File: src/hw/rtl/slt_pkg.sv
// slt_pkg: shared types and constants for the sync line tracker.
// No dependencies; used by sync_line_tracker.
package slt_pkg;

    localparam int POS_W  = 12;
    localparam int TS_W   = 32;
    localparam int VOFF_W = 10;
    localparam int HGT_W  = 7;
    localparam int LONG_W = 16;
    localparam int IDX_W  = 6;
    localparam int CFG_W  = 16;
    localparam int CFG_A_W = 2;

    // line position codes
    localparam logic [POS_W-1:0] POS_BLANK = 12'h000;
    localparam logic [POS_W-1:0] POS_FIRST = 12'h001;
    localparam logic [POS_W-1:0] POS_END   = 12'hFFF;
    // counting stops short of this line whatever the box says
    localparam logic [POS_W-1:0] POS_LIMIT = 12'h7FF;

    typedef enum logic [1:0] {
        ACT_NONE  = 2'd0,
        ACT_FRAME = 2'd1,
        ACT_ARMED = 2'd2,
        ACT_ENDED = 2'd3
    } t_action;

    typedef enum logic [CFG_A_W-1:0] {
        CFG_V_OFFSET    = 2'd0,
        CFG_OSD_HEIGHT  = 2'd1,
        CFG_SYNC_POL    = 2'd2,
        CFG_LONG_SYNC   = 2'd3
    } t_cfg_index;

    typedef enum logic {
        EV_SYNC_EDGE = 1'b0,
        EV_VSYNC     = 1'b1
    } t_event_kind;

    localparam logic [VOFF_W-1:0] V_OFFSET_RST   = 10'd40;
    localparam logic [HGT_W-1:0]  OSD_HEIGHT_RST = 7'd0;
    localparam logic              SYNC_POL_RST   = 1'b0;
    localparam logic [LONG_W-1:0] LONG_SYNC_RST  = 16'd720;

endpackage

File: src/hw/rtl/sync_line_tracker.sv
// sync_line_tracker: composite sync separator and overlay line counter.
// Depends on slt_pkg.

// Each request is one sync edge (pin level plus a free-running 32-bit
// timestamp) or a vertical sync event, and yields exactly one result:
// nothing, frame started, line armed (with first-line flag and index in the
// box) or box ended. The line position and pulse start update and the
// result lands in an output register at the same edge, so one request per
// cycle is taken, also while a result is being drained; o_stall rises only
// when the output register is full and stalled. o_valid rises in the cycle
// after acceptance. Long sync pulses (wider than the long sync threshold)
// seen while blanked or after the box put the tracker in vertical blanking;
// the next short pulse starts a frame (or ends an empty box at once).
// Configuration writes take effect on the next request.
module sync_line_tracker #(
    parameter int MAX_OSD_LINES = 64
) (
    input  logic                         i_clk,
    input  logic                         i_rst_n,
    // configuration
    input  logic                         i_cfg_wr_en,
    input  logic [slt_pkg::CFG_A_W-1:0]  i_cfg_index,
    input  logic [slt_pkg::CFG_W-1:0]    i_cfg_data,
    // request side
    input  logic                         i_valid,
    output logic                         o_stall,
    input  logic                         i_event_kind,
    input  logic                         i_pin_level,
    input  logic [slt_pkg::TS_W-1:0]     i_timestamp,
    // result side
    output logic                         o_valid,
    input  logic                         i_stall,
    output logic [1:0]                   o_action,
    output logic                         o_first_line,
    output logic [slt_pkg::IDX_W-1:0]    o_box_line
);

    localparam int HMAX_W = $clog2(MAX_OSD_LINES + 1);
    localparam logic [HMAX_W-1:0] HMAX = HMAX_W'(MAX_OSD_LINES);

    // configuration registers
    logic [slt_pkg::VOFF_W-1:0] r_v_offset;
    logic [slt_pkg::HGT_W-1:0]  r_osd_height;
    logic                       r_sync_pol;
    logic [slt_pkg::LONG_W-1:0] r_long_sync;

    // tracker state
    logic [slt_pkg::POS_W-1:0]  r_line_pos, n_line_pos;
    logic [slt_pkg::TS_W-1:0]   r_pulse_start, n_pulse_start;

    // result register
    logic                       r_out_valid;
    slt_pkg::t_action           r_action, n_action;
    logic                       r_first, n_first;
    logic [slt_pkg::IDX_W-1:0]  r_box_line, n_box_line;

    logic                       in_accept;
    logic                       leading;
    logic [HMAX_W-1:0]          box_height;
    logic [slt_pkg::POS_W-1:0]  box_end;
    logic [slt_pkg::POS_W-1:0]  pos_inc;
    logic [slt_pkg::POS_W-1:0]  voff_ext;
    logic [slt_pkg::POS_W-1:0]  pos_rel;
    logic [slt_pkg::TS_W-1:0]   pulse_width;
    logic                       long_pulse;

    assign o_stall   = r_out_valid && i_stall;
    assign in_accept = i_valid && !o_stall;

    always_ff @(posedge i_clk) begin
        if (!i_rst_n) begin
            r_v_offset   <= slt_pkg::V_OFFSET_RST;
            r_osd_height <= slt_pkg::OSD_HEIGHT_RST;
            r_sync_pol   <= slt_pkg::SYNC_POL_RST;
            r_long_sync  <= slt_pkg::LONG_SYNC_RST;
        end else if (i_cfg_wr_en) begin
            unique case (slt_pkg::t_cfg_index'(i_cfg_index))
                slt_pkg::CFG_V_OFFSET:   r_v_offset   <= i_cfg_data[slt_pkg::VOFF_W-1:0];
                slt_pkg::CFG_OSD_HEIGHT: r_osd_height <= i_cfg_data[slt_pkg::HGT_W-1:0];
                slt_pkg::CFG_SYNC_POL:   r_sync_pol   <= i_cfg_data[0];
                slt_pkg::CFG_LONG_SYNC:  r_long_sync  <= i_cfg_data[slt_pkg::LONG_W-1:0];
                default: ;
            endcase
        end
    end

    // clamp height to the box limit
    always_comb begin
        if ({{(HMAX_W+slt_pkg::HGT_W){1'b0}}, r_osd_height} >
            {{slt_pkg::HGT_W{1'b0}}, {HMAX_W{1'b0}}, HMAX}) begin
            box_height = HMAX;
        end else begin
            box_height = HMAX_W'(r_osd_height);
        end
    end

    assign voff_ext    = slt_pkg::POS_W'(r_v_offset);
    assign box_end     = voff_ext + slt_pkg::POS_W'(box_height);
    assign pos_inc     = r_line_pos + slt_pkg::POS_W'(1);
    assign pos_rel     = pos_inc - voff_ext;
    assign leading     = (i_pin_level == r_sync_pol);
    assign pulse_width = i_timestamp - r_pulse_start;
    // negative width (bit 31 set) never counts as long
    assign long_pulse  = !pulse_width[slt_pkg::TS_W-1] &&
                         (pulse_width > slt_pkg::TS_W'(r_long_sync));

    always_comb begin
        n_line_pos    = r_line_pos;
        n_pulse_start = r_pulse_start;
        n_action      = slt_pkg::ACT_NONE;
        n_first       = 1'b0;
        n_box_line    = '0;
        if (i_event_kind == slt_pkg::EV_VSYNC) begin
            n_line_pos = slt_pkg::POS_BLANK;
        end else if (r_line_pos == slt_pkg::POS_BLANK || r_line_pos == slt_pkg::POS_END) begin
            if (leading) begin
                n_pulse_start = i_timestamp;
            end else if (long_pulse) begin
                n_line_pos = slt_pkg::POS_BLANK;
            end else if (r_line_pos == slt_pkg::POS_BLANK) begin
                if (box_height == '0) begin
                    n_line_pos = slt_pkg::POS_END;
                    n_action   = slt_pkg::ACT_ENDED;
                end else begin
                    n_line_pos = slt_pkg::POS_FIRST;
                    n_action   = slt_pkg::ACT_FRAME;
                end
            end
        end else if (leading) begin
            n_line_pos = pos_inc;
            if (pos_inc < voff_ext) begin
                n_action = slt_pkg::ACT_NONE;
            end else if (pos_inc >= box_end || pos_inc >= slt_pkg::POS_LIMIT) begin
                n_line_pos = slt_pkg::POS_END;
                n_action   = slt_pkg::ACT_ENDED;
            end else begin
                n_action   = slt_pkg::ACT_ARMED;
                n_first    = (pos_inc == voff_ext);
                n_box_line = pos_rel[slt_pkg::IDX_W-1:0];
            end
        end
    end

    always_ff @(posedge i_clk) begin
        if (!i_rst_n) begin
            r_line_pos    <= slt_pkg::POS_BLANK;
            r_pulse_start <= '0;
            r_out_valid   <= 1'b0;
        end else begin
            if (in_accept) begin
                r_line_pos    <= n_line_pos;
                r_pulse_start <= n_pulse_start;
                r_out_valid   <= 1'b1;
            end else if (!i_stall) begin
                r_out_valid   <= 1'b0;
            end
        end
    end

    always_ff @(posedge i_clk) begin
        if (in_accept) begin
            r_action   <= n_action;
            r_first    <= n_first;
            r_box_line <= n_box_line;
        end
    end

    assign o_valid      = r_out_valid;
    assign o_action     = r_action;
    assign o_first_line = r_first;
    assign o_box_line   = r_box_line;

    a_vsync_blanks: assert property (@(posedge i_clk) disable iff (!i_rst_n)
        in_accept && i_event_kind == slt_pkg::EV_VSYNC |=> r_line_pos == slt_pkg::POS_BLANK)
        else $error("vsync did not force blanking");

    a_pos_range: assert property (@(posedge i_clk) disable iff (!i_rst_n)
        r_line_pos < slt_pkg::POS_LIMIT || r_line_pos == slt_pkg::POS_END)
        else $error("line position out of range");

    a_frame_first: assert property (@(posedge i_clk) disable iff (!i_rst_n)
        in_accept && n_action == slt_pkg::ACT_FRAME |=> r_line_pos == slt_pkg::POS_FIRST)
        else $error("frame start without first line position");

    a_idx_clear: assert property (@(posedge i_clk) disable iff (!i_rst_n)
        r_out_valid && r_action != slt_pkg::ACT_ARMED |-> !r_first && r_box_line == '0)
        else $error("line index on a result that is not armed");

    a_accept_result: assert property (@(posedge i_clk) disable iff (!i_rst_n)
        in_accept |=> r_out_valid)
        else $error("accepted request produced no result");

endmodule

File: config.mk
export PLATFORM = sky130hd
export DESIGN_NAME = sync_line_tracker
export DESIGN_NICKNAME = d
export VERILOG_FILES = /design/src/hw/rtl/slt_pkg.sv /design/src/hw/rtl/sync_line_tracker.sv
export SDC_FILE = /design/constraint.sdc
export NUM_CORES = 1
export LEC_CHECK = 0
export BUFFER_PORTS_ARGS = -buffer_cell sky130_fd_sc_hd__clkbuf_2
export CAP_MARGIN = 20
export CORE_MARGIN = 5
export CORE_UTILIZATION = 45
export DETAILED_ROUTE_END_ITERATION = 12
export PLACE_DENSITY = 0.66
export SKIP_CTS_REPAIR_TIMING = 1
export SYNTH_ARGS = -nofsm -noshare
export SYNTH_HDL_FRONTEND = slang
export SYNTH_SLANG_ARGS = --single-unit
File: constraint.sdc
create_clock -name i_clk -period 4.7 [get_ports i_clk]
set_clock_uncertainty 0.15 [all_clocks]
set_input_delay 0.705 -clock i_clk [delete_from_list [all_inputs] [get_ports i_clk]]
set_output_delay 0.705 -clock i_clk [all_outputs]
set_load 0.02 [all_outputs]
# == Word level (Yosys, flattened, before mapping) ==
# Index checks and enable logic that the tools add are counted.
# totals
register_bits,88
input_bits,57
output_inout_bits,11
elab_cells,68
# op_classes
add_sub_neg,4
magnitude_cmp,5
n_eq_ne,8
n_mux,20
n_bitwise,2
n_reduce_logical,19
# op_table
cell,n
two-way mux 12 bit,9
> comparator 32 x 16 -> 1 bit,1
subtractor 32 bit,1
two-way mux 2 bit,7
"adder 12 x 1 -> 12 bit, second input constant",1
== test 12 x 10 -> 1 bit,1
"== test 12 bit, second input constant",1
greater-or-equal comparator 12 x 11 -> 1 bit,1
"greater-or-equal comparator 12 x 11 -> 1 bit, second input constant",1
zero test 12 bit,1
less-than comparator 12 x 10 -> 1 bit,1
adder 10 x 7 -> 11 bit,1
AND reduction 2 bit,4
AND reduction 4 bit,2
"> comparator 7 bit, second input constant",1
zero test 7 bit,1
two-way mux 7 bit,1
subtractor 6 bit,1
OR reduction 5 bit,1
"== test 2 bit, second input constant",2
nonzero test 4 bit,1
logical AND 1 bit,3
two-way mux 1 bit,3
"!= test 3 bit, second input constant",1
8 further kinds,11

# == Depth between registers and ports, before layout ==
# Gate-level depths: netlist of run 1.
# depth
ltp_word,10
mapped_depth,21
ltp_nobuf,20

# == Least setup slack after synthesis of run 1 ==
# OpenSTA, ideal clock, no wires.
# synth_path
path_kind,input to register
start,input i_timestamp[0] in the netlist's numbering
end,register r_line_pos[5] in the netlist's numbering
setup_time_ns,0.059
t_arrival_ns,4.497
required_ns,4.491
path_slack_ns,-0.006
cell_stages,21
n_path_buf,1
path_cell_list,inv_1 -> ha_1 -> inv_1 -> fa_1 -> a211oi_2 -> o21ai_1 -> a21o_1 -> a21oi_1 -> xnor2_1 -> ha_1 -> nand4_1 -> nor2_1 -> a221o_1 -> a211o_1 -> a21oi_1 -> nand3_1 -> nor4_2 -> a31oi_1 -> buf_6 -> a2111oi_1 -> a31o_1
# synth_via
elab_chain_len,7
elab_cells_between_ends,10
cone_classes,add/sub (1); order compare (1); mux (4); reduce/logical (4)
# synth_lines
item,line_no,text
start: declaration,sync_line_tracker.sv:29,"input logic [slt_pkg::TS_W-1:0] i_timestamp,"
subtractor 32 bit (*),sync_line_tracker.sv:102,assign pulse_width = i_timestamp - r_pulse_start;
> comparator 32 x 16 -> 1 bit / zero test 1 bit (equally long branches),"sync_line_tracker.sv:105, sync_line_tracker.sv:104",
logical AND 1 bit (*),sync_line_tracker.sv:104,assign long_pulse = !pulse_width[slt_pkg::TS_W-1] &&
two-way mux 12 bit,sync_line_tracker.sv:118,end else if (long_pulse) begin
two-way mux 12 bit,sync_line_tracker.sv:116,if (leading) begin
two-way mux 12 bit,sync_line_tracker.sv:115,end else if (r_line_pos == slt_pkg::POS_BLANK || r_line_pos == slt_pkg::POS_END) begin
two-way mux 12 bit,sync_line_tracker.sv:113,if (i_event_kind == slt_pkg::EV_VSYNC) begin
end signal: assignment,sync_line_tracker.sv:146,r_line_pos <= slt_pkg::POS_BLANK;
end signal: assignment,sync_line_tracker.sv:151,r_line_pos <= n_line_pos;
end: declaration,sync_line_tracker.sv:48,"logic [slt_pkg::POS_W-1:0] r_line_pos, n_line_pos;"
# Every way passes the cells marked *; elsewhere a longest branch is shown, timed or not. The select of a mux whose other input is x is not followed.
# A chain may end at the register's enable or synchronous reset.

# == Worst setup path in the final report of run 1 ==
# layout_path
start,input i_timestamp[0] in the netlist's numbering
end,register r_action[1] (netlist: o_action[1]) (data pin)
# layout_via
elab_chain_len,6
elab_cells_between_ends,7
cone_classes,add/sub (1); order compare (1); mux (3); reduce/logical (2)
# layout_lines
item,line_no,text
subtractor 32 bit (*),sync_line_tracker.sv:102,
> comparator 32 x 16 -> 1 bit / zero test 1 bit (equally long branches),"sync_line_tracker.sv:105, sync_line_tracker.sv:104",
logical AND 1 bit (*),sync_line_tracker.sv:104,
two-way mux 2 bit (*),sync_line_tracker.sv:118,
two-way mux 2 bit (*),sync_line_tracker.sv:116,
two-way mux 2 bit (*),sync_line_tracker.sv:115,
end signal: assignment,sync_line_tracker.sv:162,r_action <= n_action;
end: declaration,sync_line_tracker.sv:53,"slt_pkg::t_action r_action, n_action;"
# Every way passes the cells marked *; elsewhere a longest branch is shown, timed or not.

==> results.ini, run 1 <==
[run_status]
outcome=completed

[finish]
fin_nets=1142
most-common-layout-cells=145 x nand2_1, 80 x inv_1, 79 x dfxtp_1
drive_gt1_share_pct=17.2
fillerInstances=1557
antennaDiodeCount=0
layout_commonest_cell=nand2_1
multi_input_area_um2=5010
finalInstanceArea_um2=8470
area_growth_pct=18.0
seq_area_um2=1850

[detailed_routing]
postRouteWirelength_um=18100
drtIter0Drc=335
ant_nets=0
viasPerCell=5.34
vias=6540
first_pass_iters=5
routedWlPerCell_um=14.7
drcViolationCount=0

[floorplanning]
rows=46
initial_core_util_pct=45.5
io_pins=68
die-width_um=136
die-area_um2=18600
fp.coreArea_um2=15800
dieHeight_um=136

[hold_path]
hold_path_depth=2
holdPathEnd=r_pulse_start[8]
hold_path_class=register to register
holdCritStartpoint=r_pulse_start[8]

[setup_path]
worstPathArrival_ns=4.64
reg2reg_to=o_action[1]
path_class=primary input to register
rr_worst_depth=20
r2r_setup_slack_ns=0.27
worstPathRequired_ns=4.76
path_max_fanout=6
critPathCaptureType=register
r2r-start=r_pulse_start[0]
cp-start-kind=primary input

[placement]
io_buffers=67
placed_area_um2=8030
gp_congestion=0.887
post-place-ws_ns=-0.372
place_hpwl_um=14200

[timing]
maxSlewHeadroom_pct=34.8
report.final.slew_viol_count=0
fin_setup_tns_ns=0
max_slew.worst_pin.slew_ns=0.976
period_needed_ns=4.58
finalHoldViolCount=0
fin_ws_ns=0.120
setup_viol=0
period_share_pct=97.5
fmax_mhz=218
holdWs_ns=0.311

[clock_network]
cts_buffers=9
clk_pin_slew_ns=0.07
clock_sinks=88
cts_max_level=3
insertion_delay_ns=0.35
cts_tree=yes
cts_buffer_depth=2
ctsRootBufferMaster=clkbuf_16

[synthesis]
synth_cell_type_count=66
yosys_register_bits=88
synthCells=910
avgSynthCellArea_um2=7.89
synth_edf_count=9
synth_warnings=0
yosysSeqAreaShare_pct=25.8
syn_area_um2=7180
async_flop_share_pct=0
ys.flop_type=dfxtp_1
synthesis.nets=1048

[job]
cap_violations=0

[pwr]
p_leak_nw=3.44
p_total_mw=4.10
vdd_drop_max_v=0.000347
p_per_area_nw_per_um2=484

[global_route]
grt_start_max_net_pins=51
antenna_found_initial=0
grt_use_total_pct=19.9
grt_pass1_vias=6325
grt_overflow=0
grt_pass1_wl_um=30000

[layer usage]
layer / GRT usage, % / vias up / wire [um]
met5: 0 / - / 0
met4: 7.67 / 0 / 531
met3: 3.52 / 30 / 636
met2: 33.1 / 124 / 8440
met1: 25.7 / 2983 / 8450
li1: - / 3403 / -
[worst max-delay path by stage]
stage              startpoint  slack [ns]            end  depth (start not counted)
4_1_cts        i_timestamp[0]       -0.02  r_line_pos[8]                         22
6_report       i_timestamp[0]        0.12    o_action[1]                         22
3_5_place_dp   i_timestamp[0]       -0.37  r_line_pos[8]                         22
5_1_grt        i_timestamp[0]       -0.08  r_line_pos[3]                         23
3_3_place_gp   i_timestamp[0]       -0.21  r_line_pos[7]                         22
2_1_floorplan  i_timestamp[0]        0.01  r_line_pos[5]                         21
[layout make-up]
class	instances	share of cell area [%]
multi-input combinational	704	59.1
sequential	88	21.9
timing repair buffer	121	8.83
inverter	80	3.54
tap	216	3.19
clock buffer	10	2.82
clock inverter	6	0.620
[power breakdown]
group / internal (mW) / total (mW) / switching [mW]
registers: 0.863 / 0.956 / 0.0933
logic: 0.972 / 2.42 / 1.45
clock network: 0.381 / 0.718 / 0.338
total: 2.22 / 4.10 / 1.88
[synth_stat cells (all sizes together), types with 9 or more instances]
library cell / number / area [um^2]
o21bai: 9 / 78.8
o21ai: 23 / 123
dfxtp: 79 / 1580
nor4: 10 / 75.1
nor2b: 27 / 169
a21oi: 62 / 337
nand2: 145 / 544
nor3: 11 / 55.1
nor2: 46 / 173
nand4: 21 / 131
xnor2: 28 / 245
clkbuf: 30 / 113
nand3: 20 / 100
a21boi: 46 / 345
a21o: 23 / 173
inv: 80 / 300
o211ai: 20 / 150
a211oi: 11 / 87.6
xor2: 21 / 184
edfxtp: 9 / 270
ha: 78 / 976
mux2i: 15 / 150
[state kept, by name, summed over array words and instances, names as in the netlist]
name           count
r_osd_height       7
o_box_line         6
o_action           2
r_pulse_start     32
r_long_sync       16
o_first_line       1
r_sync_pol         1
r_line_pos        12
o_valid            1
r_v_offset        10
[critical path, stage by stage]
cell	delay, ns
clkbuf_2	0.09
inv_1	0.05
ha_2	0.17
inv_1	0.06
fa_2	0.39
a211oi_4	0.30
o21ai_2	0.09
a21o_1	0.21
a21oi_2	0.17
xnor2_1	0.10
ha_1	0.33
nand4_1	0.14
nor2_1	0.07
a221o_1	0.31
a211o_1	0.24
a21oi_2	0.15
nand3_2	0.11
nor4_4	0.18
a31oi_2	0.16
buf_6	0.18
o41ai_2	0.26
nor2b_1	0.17
[through the flow]
step | util, % | instances
3_3_place_gp | 50.9 | 1206
6_report | 53.7 | 1225
3_5_place_dp | 50.9 | 1206
2_1_floorplan | - | 910
4_1_cts | 52.8 | 1222
5_1_grt | 53.7 | 1225
[cells by family (layout without fill, tap and decap cells)]
logic type,after synthesis,count (layout),synth area share (%)
AOI/OAI and AO/OA,242,242,24.3
xor gates and xnor gates,49,49,5.98
adders and majority gates,81,81,14.4
buffers and inverters,118,217,6.36
DFF,88,88,25.8
muxes,15,15,2.09
and+or+nand+nor,317,317,21.1
Power figures use the tool's default switching activity.
==> run 2: changes to the inputs <==
Settings changed: PLACE_DENSITY 0.66 to 0.63.
Clock period 4.7 ns to 5.65 ns, I/O delays scaled along.
==> run 2 against run 1 <==
Compared with the run above: via count decreased by 2.9%; largest cell class unchanged; global-route usage decreased by 0.48 points; combinational power decreased by 28%.
==> results.ini, run 2 (synthesis results as in run 1) <==
[timing]
maxSlewHeadroom_pct=39.3  ; +4.5 points
setup_viol=0  ; unchanged
rsz0062_at_grt=no
holdWs_ns=0.311  ; +0.0000900 ns
max_slew.worst_pin.slew_ns=0.909  ; -0.0677 ns
finalHoldViolCount=0  ; unchanged
report.final.slew_viol_count=0  ; unchanged
period_share_pct=90.1
period_needed_ns=5.09
fmax_mhz=196

[setup_path]
worstPathArrival_ns=5.16  ; +0.52 ns
r2r-start=r_pulse_start[0]
r2r_setup_slack_ns=0.85  ; +0.58 ns
rr_worst_depth=19  ; -5.0%
crit_chain=clkbuf_2, inv_1, ha_1, inv_1, fa_1, a211oi_2, o21ai_1, a21o_1, a21oi_1, xnor2_1, ha_1, nand4_1, nor2_1, a221o_1, a211o_1, a21oi_1, nand3_1, nor4_4, a31oi_4, o41ai_1, nor2b_1
cp-startpoint=i_timestamp[0]
cp-start-kind=primary input
reg2reg_to=o_action[1]
slowest_delay_ns=0.42  ; +0.03 ns
crit_end=o_action[1]
critPathSlowestCell=fa_1
worstPathRequired_ns=5.72  ; +0.96 ns
path_class=primary input to register
path_max_fanout=11  ; +5
critPathCaptureType=register

[run_status]
outcome=completed

[finish]
drive_gt1_share_pct=12.0  ; -5.3 points
largest_reg_flops=32  ; unchanged
most-common-layout-cells=145 x nand2_1, 80 x inv_1, 79 x dfxtp_1
area_growth_pct=11.6
layout_commonest_cell=nand2_1
fin_util_pct=50.8  ; -2.9 points
reg_top3=r_pulse_start (32), r_long_sync (16), r_line_pos (12)
fin_nets=1094  ; -4.2%
regMostFlops=r_pulse_start
antennaDiodeCount=0  ; unchanged

[detailed_routing]
drcViolationCount=0  ; unchanged
drtIter0Drc=317  ; -5.4%
routedWlPerCell_um=14.7  ; -0.38%
vias=6350  ; -2.9%
postRouteWirelength_um=17300  ; -4.3%
first_pass_iters=5  ; unchanged
viasPerCell=5.40  ; +1.1%
ant_nets=0  ; unchanged

[global_route]
antenna_found_initial=0  ; unchanged
grt_start_max_net_pins=54  ; +5.9%
grt_overflow=0  ; unchanged
grt_pass1_wl_um=29400  ; -1.7%
grt_use_total_pct=19.4  ; -0.48 points
grt_pass1_vias=6071  ; -4.0%

[hold_path]
hold_path_depth=2  ; unchanged
hold_path_class=register to register

[clock_network]
cts_buffers=9  ; unchanged
clock_sinks=88  ; unchanged
cts_tree=yes
cts_max_level=3  ; unchanged
clk_pin_slew_ns=0.07  ; about the same
insertion_delay_ns=0.36  ; about the same
ctsRootBufferMaster=clkbuf_16
cts_buffer_depth=2  ; unchanged

[floorplanning]
die-area_um2=18600  ; unchanged
io_pins=68  ; unchanged
initial_core_util_pct=45.5  ; unchanged
dieHeight_um=136  ; unchanged
fp.coreArea_um2=15800  ; unchanged
die-width_um=136  ; unchanged
rows=46  ; unchanged

[placement]
gp_congestion=0.952  ; +7.3%
io_buffers=67  ; unchanged
place_hpwl_um=13700  ; -3.8%

[pwr]
vdd_drop_max_v=0.000228  ; -35%
p_per_area_nw_per_um2=391  ; -19%
p_leak_nw=3.21  ; -6.7%

[job]
cap_violations=0  ; unchanged

run 2: changes by cell type in the layout (fill, tap and decap cells not counted), sizes merged:
cell,change
buf,-48
clkbuf,-1
clkinv,-1
clkinvlp,-1
inv,+3
run 2: area by class of cell:
type                    instances  area, um^2
well taps                     216         270
clock inverters                 7        58.8
fillers                      1597        7760
inverters                      80         300
flip-flops and latches         88        1850
clock buffers                   9         225
repair buffers                 73         384
multi-input cells             704        4920
run 2: how the worst min path moves through the flow:
| stage | startpoint | end | slack, ns |
|---|---|---|---|
| after floorplan | r_pulse_start[21] | r_pulse_start[21] | 0.29 |
| after global placement | r_pulse_start[4] | r_pulse_start[4] | 0.30 |
| after detailed placement | r_pulse_start[3] | r_pulse_start[3] | 0.31 |
| after CTS | r_pulse_start[3] | r_pulse_start[3] | 0.32 |
| after global routing | r_pulse_start[11] | r_pulse_start[11] | 0.34 |
| final | r_pulse_start[3] | r_pulse_start[3] | 0.31 |
run 2: where the power goes:
part           switching [mW]  internal, mW  total, mW  leakage, nW
logic                    1.07         0.671       1.74         2.34
clock network           0.292         0.308      0.599        0.141
registers              0.0774         0.718      0.795        0.733
run 2: critical path, delay by kind of cell:
family	cells	cell delay (ns)
buf+inv	3	0.19
xor+xnor	1	0.17
simple gates	5	0.92
fa+ha+maj	3	0.86
compound gates	9	2.19
run 2: per-layer routing:
layer | vias up | part of all wire, % | global-route usage [%]
met3 | 27 | 4.0 | 2.59
li1 | 3299 | - | -
met4 | 0 | 2.2 | 6.72
met2 | 137 | 47 | 33.0
met5 | - | 0 | 0
met1 | 2887 | 47 | 25.3
run 2: per-stage QoR:
stage | instance area, um^2 | worst slack, ns | TNS [ns] | power [mW] | std cells
2_1_floorplan | 7180 | 0.801 | 0 | 2.10 | 910
5_1_grt | 8010 | 0.0962 | 0 | 3.40 | 1177
3_5_place_dp | 7680 | -0.000280 | -0.000394 | 2.52 | 1160
6_report | 8010 | 0.561 | 0 | 3.14 | 1177
4_1_cts | 7960 | 0.375 | 0 | 3.12 | 1176
3_3_place_gp | 7680 | 0.203 | 0 | 2.52 | 1160
==> run 3: changes to the inputs <==
Settings changed: ABC_AREA set to 1.
==> run 3 against run 2 <==
Compared with the run above: core utilization increased by 0.32 points; wire length increased by 11%; sequential share of layout area decreased by 1.4 points; non-clock buffer count decreased by 2; fmax increased by 20%; critical path depth increased by 6; register-to-register slack improved by 0.57 ns; first-iteration DRC count increased by 20%; design area increased by 6.6%; critical path type is now register to register; highest routed layer unchanged.
==> results.ini, run 3 <==
[clock_network]
clk_pin_slew_ns=0.08  ; about the same
cts_max_level=3  ; unchanged
ctsRootBufferMaster=clkbuf_16
clock_sinks=88  ; unchanged
cts_buffers=9  ; unchanged
cts_tree=yes
insertion_delay_ns=0.36  ; about the same
cts_buffer_depth=2  ; unchanged

[finish]
regMostFlops=r_pulse_start
area_growth_pct=10.6
reg_top3=r_pulse_start (32), r_long_sync (16), r_line_pos (12)
fin_nets=1431  ; +31%
finalInstanceArea_um2=8540  ; +6.6%
antennaDiodeCount=0  ; unchanged
drive_gt1_share_pct=10.2  ; -1.8 points
layout_commonest_cell=nand2_1
most-common-layout-cells=319 x nand2_1, 230 x inv_1, 118 x a21oi_1
largest_reg_flops=32  ; unchanged

[synthesis]
synthTopCellsByCount=319 x nand2_1, 230 x inv_1, 118 x a21oi_1
async_flop_share_pct=0  ; unchanged
syn_area_um2=7720  ; +7.5%
synth_cell_type_count=44  ; -33%
synthCells=1237  ; +36%
synth_warnings=0  ; unchanged
yosysSeqAreaShare_pct=24.0  ; -1.8 points
synth.most_common_cell=nand2_1
yosysTopAreaCell=dfxtp_1
yosys_register_bits=88  ; unchanged
synth_top_area_share_pct=20.5  ; -1.5 points
synth.area.top_cells=dfxtp_1 20%, nand2_1 16%, ha_1 13%
synthesis.nets=1375  ; +31%
avgSynthCellArea_um2=6.24  ; -21%
synth_edf_count=9  ; unchanged
ys.flop_type=dfxtp_1

[floorplanning]
fp.coreArea_um2=16700  ; +5.9%
dieHeight_um=141  ; +3.4%
rows=47  ; +2.2%
die-area_um2=19900  ; +6.9%
io_pins=68  ; unchanged
initial_core_util_pct=46.2  ; +0.68 points
die-width_um=141  ; +3.4%

[timing]
rsz0062_at_grt=no
finalHoldViolCount=0  ; unchanged
setup_viol=0  ; unchanged
fmax_mhz=237  ; +20%
report.final.slew_viol_count=0  ; unchanged
maxSlewHeadroom_pct=48.7  ; +9.4 points
fin_setup_tns_ns=0  ; unchanged
period_needed_ns=4.23  ; -0.862 ns
max_slew.worst_pin.slew_ns=0.768  ; -0.141 ns
period_share_pct=74.8  ; -15 points

[job]
cap_violations=0  ; unchanged

[placement]
placed_area_um2=8230  ; +7.2%
place_hpwl_um=15600  ; +14%
io_buffers=67  ; unchanged
gp_congestion=0.915  ; -3.9%

[setup_path]
crit_path_frequent_cell=nand2_1
crit_buf_inv=2  ; -1
path_max_fanout=11  ; unchanged
critPathSlowestCell=dfxtp_1
cp-start-kind=register
cp_top_family=simple AND/OR/NAND/NOR gates
worstPathArrival_ns=4.36  ; -0.80 ns
path_class=register to register
critPathCaptureType=register
worstPathRequired_ns=5.78  ; +0.06 ns
slowest_delay_ns=0.48  ; +0.06 ns

[detailed_routing]
ant_nets=0  ; unchanged
drtIter0Drc=379  ; +20%
viasPerCell=4.84  ; -10%
vias=7340  ; +16%
first_pass_iters=5  ; unchanged
drcViolationCount=0  ; unchanged
routedWlPerCell_um=12.6  ; -14%
postRouteWirelength_um=19100  ; +11%

[pwr]
vdd_drop_max_v=0.000278  ; +22%
p_leak_nw=4.50  ; +40%
p_per_area_nw_per_um2=507  ; +30%

[global_route]
grt_start_max_net_pins=65  ; +20%
grt_use_total_pct=20.1  ; +0.69 points
antenna_found_initial=0  ; unchanged
grt_pass1_wl_um=33100  ; +12%
grt_overflow=0  ; unchanged
grt_pass1_vias=6944  ; +14%

[hold_path]
hold_path_class=register to register

[run_status]
outcome=completed

-- run 3: changes by cell type in the layout (fill, tap and decap cells not counted), sizes merged, moves of 8 or more --
cell     previous run  this run
a21oi              62       120
xnor2              28         7
nor2               46       122
o21ai              23        69
a21boi             46         3
a211oi             11         0
o211ai             20         3
nand2             145       330
a2111oi             8         0
nand3              20        74
a21o               23         3
inv                85       240
mux2i              15         0
nor2b              27         0
-- run 3: worst register-to-register path, stage by stage, from the launching register on --
cell and delay, ns:
dfxtp_1 0.48, nor2_1 0.09, ha_1 0.34, a21oi_1 0.15, nand2_1 0.09, a21o_1 0.16
a21oi_1 0.20, nor2_1 0.06, o21ai_0 0.23, nand2_1 0.08, nand2_1 0.09, nand2_1 0.06
ha_1 0.29, inv_1 0.06, o31a_1 0.28, nand2_1 0.07, nand2_1 0.05, nand2_1 0.07
nand2_1 0.09, nand2_1 0.09, nand2_1 0.33, nand3_1 0.18, nand2_1 0.07, inv_1 0.07
nand3_1 0.07, nor2_1 0.12, nor2_1 0.05, nor2_1 0.07
-- run 3: path summary, 6_finish.rpt --
| check | start | end | slack (ns) | cells after the start |
|---|---|---|---|---|
| worst max-delay path | r_osd_height[6] | r_line_pos[1] | 1.42 | 27 |
| worst min-delay path | r_pulse_start[0] | r_pulse_start[0] | 0.31 | 2 |
| worst max register to register | r_osd_height[6] | r_line_pos[1] | 1.42 | 27 |
| worst min register to register | r_pulse_start[0] | r_pulse_start[0] | 0.31 | 2 |
-- run 3: kinds of logic after synthesis --
kind of cell	after synthesis	synth area share (%)
AOI/OAI and AO/OA	207	14.3
xor gates and xnor gates	28	3.18
adders and majority gates	81	13.4
buffers and inverters	267	13.4
DFF	88	24.0
and+or+nand+nor	566	31.8
-- run 3: metrics by stage --
| step | util [%] | total power [mW] | hold WS [ns] | setup WS (ns) | std cells |
|---|---|---|---|---|---|
| floorplan | - | 3.11 | 0.277 | 1.72 | 1237 |
| CTS | 51.1 | 4.35 | 0.311 | 1.46 | 1518 |
| global route | 51.1 | 4.85 | 0.327 | 1.05 | 1518 |
| finish | 51.1 | 4.33 | 0.305 | 1.42 | 1518 |
| detailed placement | 49.3 | 3.70 | 0.301 | 1.15 | 1502 |
| global placement | 49.3 | 3.67 | 0.293 | 1.28 | 1502 |
-- run 3: routing by layer --
layer	GRT usage, %	up-vias	part of all wire [%]
li1	-	4034	-
met1	27.2	3163	49
met2	33.6	113	46
met3	2.10	30	2.9
met4	6.78	0	2.1
met5	0	-	0
-- run 3: where the power goes --
group	internal [mW]	switching, mW	total, mW
Sequential	0.770	0.0816	0.851
Combinational	1.00	1.84	2.84
Clock	0.349	0.290	0.639
Total	2.12	2.21	4.33
-- run 3: final cells by class --
type,count,area [um^2]
inverter,241,905
fill,1788,8160
clock inverter,7,78.8
multi-input combinational,882,4840
tap,220,275
clock buffer,9,225
sequential,88,1850
timing repair buffer,71,365
